### config.mk
export PLATFORM = sky130hd
export DESIGN_NAME = tcw_cursor_step
export DESIGN_NICKNAME = d
export VERILOG_FILES = /design/src/rtl/core/tcw_pkg.sv /design/src/rtl/core/tcw_cursor_step.sv
export SDC_FILE = /design/constraint.sdc
export NUM_CORES = 1
export LEC_CHECK = 0
export ABC_AREA = 1
export BUFFER_PORTS_ARGS = -buffer_cell sky130_fd_sc_hd__buf_2
export CAP_MARGIN = 20
export CORE_UTILIZATION = 58
export DETAILED_ROUTE_END_ITERATION = 8
export GPL_ROUTABILITY_DRIVEN = 0
export GPL_TIMING_DRIVEN = 1
export PLACE_DENSITY_LB_ADDON = 0.12
export SETUP_SLACK_MARGIN = 0.4
export SYNTH_ARGS = -nofsm -noshare
export SYNTH_HDL_FRONTEND = slang
export SYNTH_SLANG_ARGS = --single-unit
### constraint.sdc
create_clock -name vclk -period 3.9
set_input_delay 0.195 -clock vclk [all_inputs]
set_output_delay 0.195 -clock vclk [all_outputs]
set_load 0.01 [all_outputs]
### src/rtl/core/tcw_pkg.sv
`default_nettype none

package tcw_pkg;

  // Default geometry of the text screen.
  localparam int COLUMNS_DEF  = 80;
  localparam int ROWS_DEF     = 25;
  localparam int TAB_STOP_DEF = 8;

  // Command codes carried on the input beat.
  typedef enum logic [1:0] {
    OP_PUT   = 2'd0,
    OP_CLEAR = 2'd1,
    OP_READ  = 2'd2,
    OP_NONE  = 2'd3
  } opcode_t;

  // Sequencer states.
  typedef enum logic [2:0] {
    ST_INIT,
    ST_IDLE,
    ST_EXEC,
    ST_COPY,
    ST_DRAIN,
    ST_FILL,
    ST_READ,
    ST_OUT
  } state_t;

  // Character codes with a special meaning.
  localparam logic [7:0] CH_NUL   = 8'h00;
  localparam logic [7:0] CH_BS    = 8'h08;
  localparam logic [7:0] CH_TAB   = 8'h09;
  localparam logic [7:0] CH_LF    = 8'h0A;
  localparam logic [7:0] CH_CR    = 8'h0D;
  localparam logic [7:0] CH_SPACE = 8'h20;

  // Attribute after reset: white on black.
  localparam logic [7:0] ATTR_RESET = 8'h0F;

  // Register index of the attribute register.
  localparam logic [0:0] REG_ATTRIBUTE = 1'b0;

  // Control flags from the cursor step unit.
  typedef struct packed {
    logic wr_en;
    logic scroll;
  } step_flags_t;

endpackage

`default_nettype wire

### src/rtl/core/tcw_cursor_step.sv
`default_nettype none

module tcw_cursor_step #(
  parameter int COLUMNS  = tcw_pkg::COLUMNS_DEF,
  parameter int ROWS     = tcw_pkg::ROWS_DEF,
  parameter int TAB_STOP = tcw_pkg::TAB_STOP_DEF,
  localparam int COL_W   = $clog2(COLUMNS),
  localparam int ROW_W   = $clog2(ROWS),
  localparam int PH_W    = $clog2(TAB_STOP)
) (
  input  wire logic [7:0]         char_code,
  input  wire logic [COL_W-1:0]   col_i,
  input  wire logic [ROW_W-1:0]   row_i,
  input  wire logic [PH_W-1:0]    phase_i,
  output logic [COL_W-1:0]        col_o,
  output logic [ROW_W-1:0]        row_o,
  output logic [PH_W-1:0]         phase_o,
  output logic [COL_W-1:0]        wr_col_o,
  output logic [7:0]              wr_char_o,
  output tcw_pkg::step_flags_t    flags_o
);

  // The column may overshoot the last column by up to a tab stop before it wraps,
  // and the row may reach ROWS before it scrolls.
  localparam int CX_W = $clog2(COLUMNS + TAB_STOP);
  localparam int RX_W = $clog2(ROWS + 1);

  logic [CX_W-1:0] col_x;
  logic [RX_W-1:0] row_x;
  logic [PH_W-1:0] phase_x;

  // Cursor motion for one character. The phase tracks the column modulo the
  // tab stop, so a tab needs only one subtraction.
  always_comb begin
    col_x          = CX_W'(col_i);
    row_x          = RX_W'(row_i);
    phase_x        = phase_i;
    wr_col_o       = col_i;
    wr_char_o      = char_code;
    flags_o        = '0;
    priority if (char_code == tcw_pkg::CH_BS) begin
      flags_o.wr_en = 1'b1;
      wr_char_o     = tcw_pkg::CH_NUL;
      if (col_i != '0) begin
        wr_col_o = col_i - 1'b1;
        col_x    = CX_W'(col_i) - 1'b1;
        phase_x  = (phase_i == '0) ? PH_W'(TAB_STOP - 1) : phase_i - 1'b1;
      end
    end else if (char_code == tcw_pkg::CH_TAB) begin
      col_x   = CX_W'(col_i) + CX_W'(TAB_STOP) - CX_W'(phase_i);
      phase_x = '0;
    end else if (char_code == tcw_pkg::CH_CR) begin
      col_x   = '0;
      phase_x = '0;
    end else if (char_code == tcw_pkg::CH_LF) begin
      col_x   = '0;
      row_x   = row_x + 1'b1;
      phase_x = '0;
    end else if (char_code >= tcw_pkg::CH_SPACE) begin
      flags_o.wr_en = 1'b1;
      col_x         = col_x + 1'b1;
      phase_x       = (phase_i == PH_W'(TAB_STOP - 1)) ? '0 : phase_i + 1'b1;
    end else begin
      col_x = CX_W'(col_i);
    end

    // Running past the last column wraps to the next row.
    if (col_x >= CX_W'(COLUMNS)) begin
      col_x   = '0;
      row_x   = row_x + 1'b1;
      phase_x = '0;
    end

    // Running past the last row pins the cursor on the last row and asks for a scroll.
    if (row_x >= RX_W'(ROWS)) begin
      flags_o.scroll = 1'b1;
      row_x          = RX_W'(ROWS - 1);
    end

    col_o   = COL_W'(col_x);
    row_o   = ROW_W'(row_x);
    phase_o = phase_x;
  end

endmodule

`default_nettype wire

# Yosys cells after proc, flatten, opt, wreduce, memory -nomap -nowiden
# Cells that the tools add are included.
[classes]
div_mod_pow = 0
bitwise = 0
n_reduce_logical = 2
multipliers = 0
order_cmp = 3
n_shift = 0
addsub = 8
n_eq_ne = 5
muxes = 30
[op_table]
columns = ["cell", "n"]
rows = [
  ["7-bit 2-to-1 mux", 8],
  ["8-bit by 4-bit equality test with 1-bit output (second input constant)", 4],
  ["5-bit 2-to-1 mux", 6],
  ["3-bit 2-to-1 mux", 9],
  ["5-bit by 1-bit adder with 5-bit output (second input constant)", 2],
  ["8-bit by 6-bit >= comparator with 1-bit output (second input constant)", 1],
  ["8-bit 2-to-1 mux", 1],
  ["7-bit by 1-bit adder with 7-bit output (second input constant)", 1],
  ["7-bit by 4-bit adder with 7-bit output (second input constant)", 1],
  ["7-bit >= comparator (second input constant)", 1],
  ["7-bit nonzero test", 1],
  ["7-bit by 1-bit subtractor with 7-bit output (second input constant)", 1],
  ["7-bit by 3-bit subtractor with 7-bit output", 1],
  ["1-bit 2-to-1 mux", 6],
  ["5-bit >= comparator (second input constant)", 1],
  ["3-bit by 1-bit adder with 3-bit output (second input constant)", 1],
  ["3-bit equality test (second input constant)", 1],
  ["3-bit zero test", 1],
  ["3-bit by 1-bit subtractor with 3-bit output (second input constant)", 1],
]
[word_totals]
n_memories = 0
reg_bits = 0
ramBits = 0
latch_bits = 0
elab_cells = 48
mem_bits_ro = 0

# Depth between registers and ports, before layout
# Gate-level depths: netlist (run 1).
[depth]
depth_word = 10
mapped_depth = 21
mapped_depth_nobuf = 21

# Worst setup path before layout (run 1)
# No wires, ideal clock.
[synth_timing]
path_type = "input to output"
start = "in col_i[0]"
end = "out flags_o[0] (netlist name)"
n_path_buf = 0
arrival_ns = 2.212
t_required_ns = 3.705
setup_slack_ns = 1.493
path_stages = 18
path_cell_list = "inv_1 ha_1 inv_1 ha_1 inv_1 fa_1 inv_1 nand2_1 nand2_1 xnor2_1 nand2_1 o21ai_1 nand2_1 nand2_2 o21ai_4 o21ai_2 nand2_2 nor2_1"
[synth_rtl]
columns = ["element", "line", "text"]
rows = [
  ["start, declared", "tcw_cursor_step.sv:12", "input wire logic [COL_W-1:0] col_i,"],
  ["end, declared", "tcw_cursor_step.sv:20", "output tcw_pkg::step_flags_t flags_o"],
]

==> results of run 1 <==
routing by layer:
metal / up-vias / GRT usage [%] / share of wire [%]
li1: 935 / - / -
met1: 796 / 34.1 / 45
met2: 61 / 55.8 / 50
met3: 2 / 0.565 / 4.9
met4: 0 / 3.85 / 0.61
met5: - / 0 / 0
kinds of logic (layout without fill, tap and decap cells):
logic type	after synthesis	in the layout	share of synthesized area, %
xor gates and xnor gates	15	15	8.37
adders and majority gates	19	19	15.6
buffers and inverters	57	100	15.7
and+or+nand+nor	135	135	45.1
AOI/OAI and AO/OA	40	40	15.2
layout make-up:
type,instances,share of cell area (%)
Timing Repair Buffer,55,15.3
Tap cell,30,2.08
Inverter,45,9.36
Multi-Input combinational cell,209,73.3
Yosys cell counts, types with 2 or more instances:
| cell type | number |
|---|---|
| a31oi_1 | 3 |
| nand3_4 | 2 |
| o21ai_0 | 13 |
| nand4_1 | 5 |
| nor2_2 | 2 |
| o22ai_1 | 4 |
| a21oi_1 | 12 |
| buf_6 | 3 |
| ha_1 | 18 |
| nand2_2 | 9 |
| nand3_1 | 20 |
| clkbuf_1 | 7 |
| nor3_1 | 2 |
| nand2_1 | 55 |
| xnor2_1 | 5 |
| inv_1 | 32 |
| xor2_1 | 10 |
| nor2_1 | 26 |
| o21ai_2 | 2 |
| inv_2 | 13 |
| nand3_2 | 2 |
| nand2_4 | 5 |
worst max-delay path, stage by stage:
cell and delay [ps]:
buf_2 120, inv_1 130, ha_1 230, inv_1 50
ha_1 160, inv_1 60, fa_1 350, inv_1 90
nand2_1 60, nand2_1 80, xnor2_1 60, nand2_1 50
o21ai_1 60, nand2_1 80, nand2_2 70, o21ai_4 220
inv_2 140, nand2_2 80, nand2_1 50, nor2_1 100
nor2_1 50, buf_2 130
worst max path at each step:
stage	from	to	slack (ps)	cells after the start
after floorplan	col_i[0]	flags_o[0]	1490	18
after global placement	col_i[0]	row_o[2]	1220	21
after detailed placement	col_i[0]	flags_o[0]	1090	22
after CTS	col_i[0]	flags_o[0]	1090	22
after global routing	col_i[0]	flags_o[0]	830	22
final	col_i[0]	flags_o[0]	1090	22
power by group:
| group | internal (mW) | leakage [nW] | switching, mW | total, mW |
|---|---|---|---|---|
| sequential | 0 | 0 | 0 | 0 |
| clock | 0 | 0 | 0 | 0 |
| combinational | 0.0789 | 1.08 | 0.120 | 0.199 |
stage by stage:
stage               util, %  cell area [µm²]  setup WS (ps)
floorplan                 -             1570           1490
global placement       71.5             1800           1220
detailed placement     71.5             1800           1090
CTS                    71.5             1800           1090
global route           71.5             1800            826
finish                 71.5             1800           1090
==> results.yml, run 1 <==
status:
  status: "finished, final reports clean"
yosys:
  syn-num-nets: 308
  synth.largest_area_cell: "ha_1"
  synth_cells: 266
  synth_cell_type_count: 38
  synth.avg_cell_area_um2: 5.90
  ys_warn_count: 0
  synth_seq_area_share_pct: 0
  synth_area_um2: 1570
  synth_top_area_share_pct: 14.4
  synth_area_leaders: "ha_1 (14%), nand2_1 (13%), inv_1 (7.7%), nand3_1 (6.4%), nor2_1 (6.2%)"
sta:
  setup_viol: 0
  fin_crit_ps: 2810
  finalCritPeriodShare_pct: 72.0
  slew_viol_final: 0
  fin_hold_ws_ps: 588
  maxSlewHeadroom_pct: 65.9
  worst_slew_pin_slew_ps: 510
  finalHoldViolCount: 0
  clock.fmax_mhz: 356
  fin_setup_tns_ps: 0
  rsz0062_at_grt: "false"
floorplan:
  core.rowCount: 18
  start_util_pct: 62.2
  ioPinCount: 55
  dieWidth_um: 54.0
  coreArea_um2: 2520
  die_area_um2: 2920
  dieHeight_um: 54.0
finish:
  seq_area_um2: 0
  antennaDiodeCount: 0
  seq_cells: 0
  final_cells: 339
  syn_to_final_growth_pct: 15.0
  drive_gt1_share_pct: 31.1
  nets: 353
  multi_input_area_um2: 1320
  clock_buffers: 0
  fillers: 258
  final_cell_mix: "nand2_1 (55), buf_2 (55), inv_1 (32)"
pwr:
  p_leak_nw: 1.08
  peakVddDrop_v: 0.0000795
  powerDensity_nw_per_um2: 111
  power_mw: 0.199
min_path:
  hold_path_end: "wr_char_o[4]"
  hold_path.startpoint: "char_code[4]"
  hold_path_depth: 2
  hp-class: "in2out"
setup_path:
  cp-end-kind: "primary output"
  critPathMaxFanout: 8
  cp-start-kind: "primary input"
  arrival_ps: 2610
  crit_type: "in2out"
  crit_required_ps: 3700
detailed_routing:
  first_pass_iters: 4
  drt_iter0_drc: 33
  drcViolationCount: 0
  viasPerCell: 5.29
  ant_nets: 0
  wl_mm: 3.77
  wl_per_cell_um: 11.1
  vias: 1794
place:
  port_buffers: 55
  hpwl_mm: 3.16
  dp.cells: 339
grt:
  gr-total-overflow: 0
  grt_antenna_before_repair: 0
  grt_usage_pct: 28.3
  grt_pass1_vias: 1559
  grt_max_degree: 22
  grt_pass1_wl_mm: 6.35
clock_network:
  post_cts_buffers: 0
  ctsResizeCount: 0
  holdBufCountCts: 0
job:
  maxCapViolCount: 0
Note: power is estimated with default switching activity, not from simulation.
==> run 2, diff against run 1 <==
- CORE_UTILIZATION: 58 -> 49
- clock period: 3.9 -> 2.3 ns (I/O delays scaled with it)
==> results.yml, run 2 (synthesis results as in run 1) <==
place:
  port_buffers: 55
  hpwl_mm: 3.46
finish:
  antennaDiodeCount: 0
  fin_util_pct: 77.3
  fillers: 243
  seq_cells: 0
  syn_to_final_growth_pct: 50.4
  final_cell_mix: "nand2_1 (54), buf_2 (45), inv_1 (24)"
  seq_area_um2: 0
  clock_buffers: 0
  nets: 383
  final_common_cell: "nand2_1"
  drive_gt1_share_pct: 45.7
detailed_routing:
  first_pass_iters: 4
  ant_nets: 0
  drt_iter0_drc: 116
  drcViolationCount: 0
  wl_mm: 4.80
  wl_per_cell_um: 12.5
  viasPerCell: 5.14
  vias: 1969
setup_path:
  arrival_ps: 2270
  crit_path_max_incr_delay_ps: 320
  slowest_stage: "fa_2"
  critPathMaxFanout: 7
  crit_buf_inv: 6
  cp-end-kind: "primary output"
  crit_required_ps: 2180
  cp-start-kind: "primary input"
  cpLargestDelayFamily: "simple AND/OR/NAND/NOR gates"
  cp_common_cell: "nand2_1"
  crit_type: "in2out"
  path_cells: "buf_8, clkinvlp_4, ha_4, inv_4, ha_4, inv_2, fa_2, inv_2, nand2_1, nand2_1, xnor2_1, nand2_1, o21ai_1, nand2_1, nand2_2, o21ai_4, nand2_2, o21ai_4, nand2_2, and2_4, buf_6"
floorplan:
  ioPinCount: 55
  coreArea_um2: 3050
  core.rowCount: 20
  start_util_pct: 51.4
  dieWidth_um: 58.6
  dieHeight_um: 58.6
  die_area_um2: 3430
grt:
  grt_pass1_vias: 1724
  grt_max_degree: 16
  grt_pass1_wl_mm: 7.26
  grt_usage_pct: 26.4
  grt_antenna_before_repair: 0
  gr-total-overflow: 0
pwr:
  powerDensity_nw_per_um2: 203
  power_mw: 0.480
  p_leak_nw: 1.26
  peakVddDrop_v: 0.000131
sta:
  finalCritPeriodShare_pct: 104
  finalHoldViolCount: 0
  fin_crit_ps: 2390
  setup_ws_ps: -87.2
  maxSlewHeadroom_pct: 78.2
  setup_viol: 8
  slew_viol_final: 0
  worst_slew_pin_slew_ps: 326
  rsz0062_at_grt: "true"
  clock.fmax_mhz: 419
status:
  violations: "negative setup slack"
  status: "finished, violations left"
job:
  maxCapViolCount: 0
min_path:
  hp-class: "in2out"
## run 2: final timing paths
| kind | cells after the start | slack, ps | start | endpoint |
|---|---|---|---|---|
| setup / recovery | 21 | -90 | col_i[0] | row_o[2] |
| hold / removal | 2 | 430 | char_code[4] | wr_char_o[4] |
## run 2: layout make-up
type,count,area [µm²],share of cell area [%]
inverters,45,178,7.53
well taps,44,55.1,2.33
multi-input cells,209,1510,64.2
repair buffers,85,613,26.0
## run 2: repair_timing
item | 4_1_cts | 5_1_grt
setup endpoints to repair | 16 | 17
endpoints found under the hold margin | 0 | 0
pin swaps | 16 | 17
gates resized for setup | 25 | 26
buffers inserted | 1 | 5
hold buffers | 0 | 0
gates cloned | 0 | 1
## run 2: routing by layer
metal	global-route usage [%]	up-vias	wire [µm]
met4	5.78	0	81
li1	-	996	-
met3	1.32	12	171
met5	0	-	0
met1	30.6	896	2070
met2	52.5	65	2470
## run 2: through the flow
| step | worst slack (ps) | hold WS, ps | TNS (ps) | cell area, µm² | cells |
|---|---|---|---|---|---|
| floorplan | 64.1 | 317 | 0 | 1620 | 266 |
| global placement | -100 | 427 | -664 | 2050 | 376 |
| detailed placement | -144 | 429 | -1000 | 2050 | 376 |
| CTS | -104 | 430 | -680 | 2190 | 377 |
| global route | -242 | 454 | -2190 | 2360 | 383 |
| finish | -87.2 | 428 | -374 | 2360 | 383 |
## run 2: where the power goes
group / switching (mW) / leakage (nW) / internal [mW]
clock network: 0 / 0 / 0
registers: 0 / 0 / 0
logic: 0.257 / 1.26 / 0.222
total: 0.257 / 1.26 / 0.222
==> run 3, diff against run 2 <==
- CORE_UTILIZATION: 49 -> 58
- clock period: 2.3 -> 3 ns (I/O delays scaled with it)
==> results.yml, run 3 (synthesis results as in run 1) <==
status:
  status: "finished, final reports clean"
finish:
  seq_cells: 0
  drive_gt1_share_pct: 38.9
  final_cells: 344
  antennaDiodeCount: 0
  fillers: 217
  clock_buffers: 0
  syn_to_final_growth_pct: 26.1
  nets: 358
  final_cell_mix: "nand2_1 (52), buf_2 (51), inv_1 (26)"
  stdcell_area_um2: 1980
  final_common_cell: "nand2_1"
  multi_input_area_um2: 1420
  seq_area_um2: 0
setup_path:
  arrival_ps: 2420
  cp-start-kind: "primary input"
  crit_required_ps: 2850
  crit_type: "in2out"
  cp-end-kind: "primary output"
  critPathMaxFanout: 8
detailed_routing:
  first_pass_iters: 4
  ant_nets: 0
  vias: 1853
  wl_per_cell_um: 12.2
  viasPerCell: 5.39
  drcViolationCount: 0
  wl_mm: 4.19
  drt_iter0_drc: 50
grt:
  grt_pass1_wl_mm: 6.00
  grt_pass1_vias: 1456
  grt_usage_pct: 26.9
  gr-total-overflow: 0
  grt_max_degree: 15
  grt_antenna_before_repair: 0
floorplan:
  core.rowCount: 18
  start_util_pct: 62.2
  dieWidth_um: 54.0
  dieHeight_um: 54.0
  coreArea_um2: 2520
  die_area_um2: 2920
  ioPinCount: 55
place:
  port_buffers: 55
  place_area_um2: 1810
  dp.cells: 340
  hpwl_mm: 3.13
sta:
  finalCritPeriodShare_pct: 85.8
  maxSlewHeadroom_pct: 79.8
  rsz0062_at_grt: "true"
  finalHoldViolCount: 0
  setup_viol: 0
  clock.fmax_mhz: 389
  fin_crit_ps: 2570
  worst_slew_pin_slew_ps: 302
  fin_hold_ws_ps: 498
  slew_viol_final: 0
  fin_setup_tns_ps: 0
job:
  maxCapViolCount: 0
min_path:
  hp-class: "in2out"
pwr:
  p_leak_nw: 1.12
  powerDensity_nw_per_um2: 153
  peakVddDrop_v: 0.000117
clock_network:
  holdBufCountCts: 0
run 3: cell types whose count changed in the layout (fill, tap and decap cells not counted), moves of 3 or more:
cell / delta
ha_4: -3
nor2_1: +4
buf_6: -15
buf_2: +6
nor2_4: -6
nand2_2: +3
buf_4: -15
run 3: report_power, final:
part | internal (mW) | leakage (nW) | switching, mW
registers | 0 | 0 | 0
logic | 0.127 | 1.12 | 0.176
clock network | 0 | 0 | 0
total | 0.127 | 1.12 | 0.176
run 3: area by class of cell:
| type | instances | area share (%) |
|---|---|---|
| inverters | 45 | 9.04 |
| repair buffers | 60 | 17.3 |
| multi-input cells | 209 | 71.8 |
| well taps | 30 | 1.90 |
run 3: routing by layer:
metal	vias up	global-route usage [%]	share of wire, %
met5	-	0	0
met4	0	1.71	0.53
met3	2	0.282	4.7
met2	74	52.7	52
met1	824	33.6	43
li1	953	-	-
run 3: path summary, 6_finish.rpt:
path,from,end,cells past startpoint
setup / recovery,col_i[0],row_o[0],21
hold / removal,char_code[4],wr_char_o[4],2
run 3: critical path: stages:
cell and delay [ps]:
buf_8 90, inv_6 50, ha_2 180, inv_2 70, ha_4 130, inv_2 40, fa_2 340, inv_2 80
nand2_2 50, nand2_2 60, xnor2_1 70, nand2_1 60, o21ai_1 50, nand2_1 70, nand2_2 70, o21ai_4 270
nand2_1 120, nand2_2 80, inv_2 60, a21oi_1 180, buf_2 170
run 3: through the flow:
| stage | setup WS (ps) | utilization (%) | power (mW) |
|---|---|---|---|
| after detailed placement | 335 | 71.8 | 0.256 |
| after floorplan | 683 | - | 0.180 |
| after CTS | 409 | 73.2 | 0.267 |
| final | 427 | 78.4 | 0.303 |
| after global routing | 289 | 78.4 | 0.336 |
| after global placement | 409 | 71.8 | 0.253 |
run 3: timing repair:
item                       in CTS  in global routing
resized for setup               9                 29
gates cloned                    0                  0
setup endpoints to repair       4                 10
buffers inserted                2                  2
pin swaps                       2                 13
hold endpoints to repair        0                  0
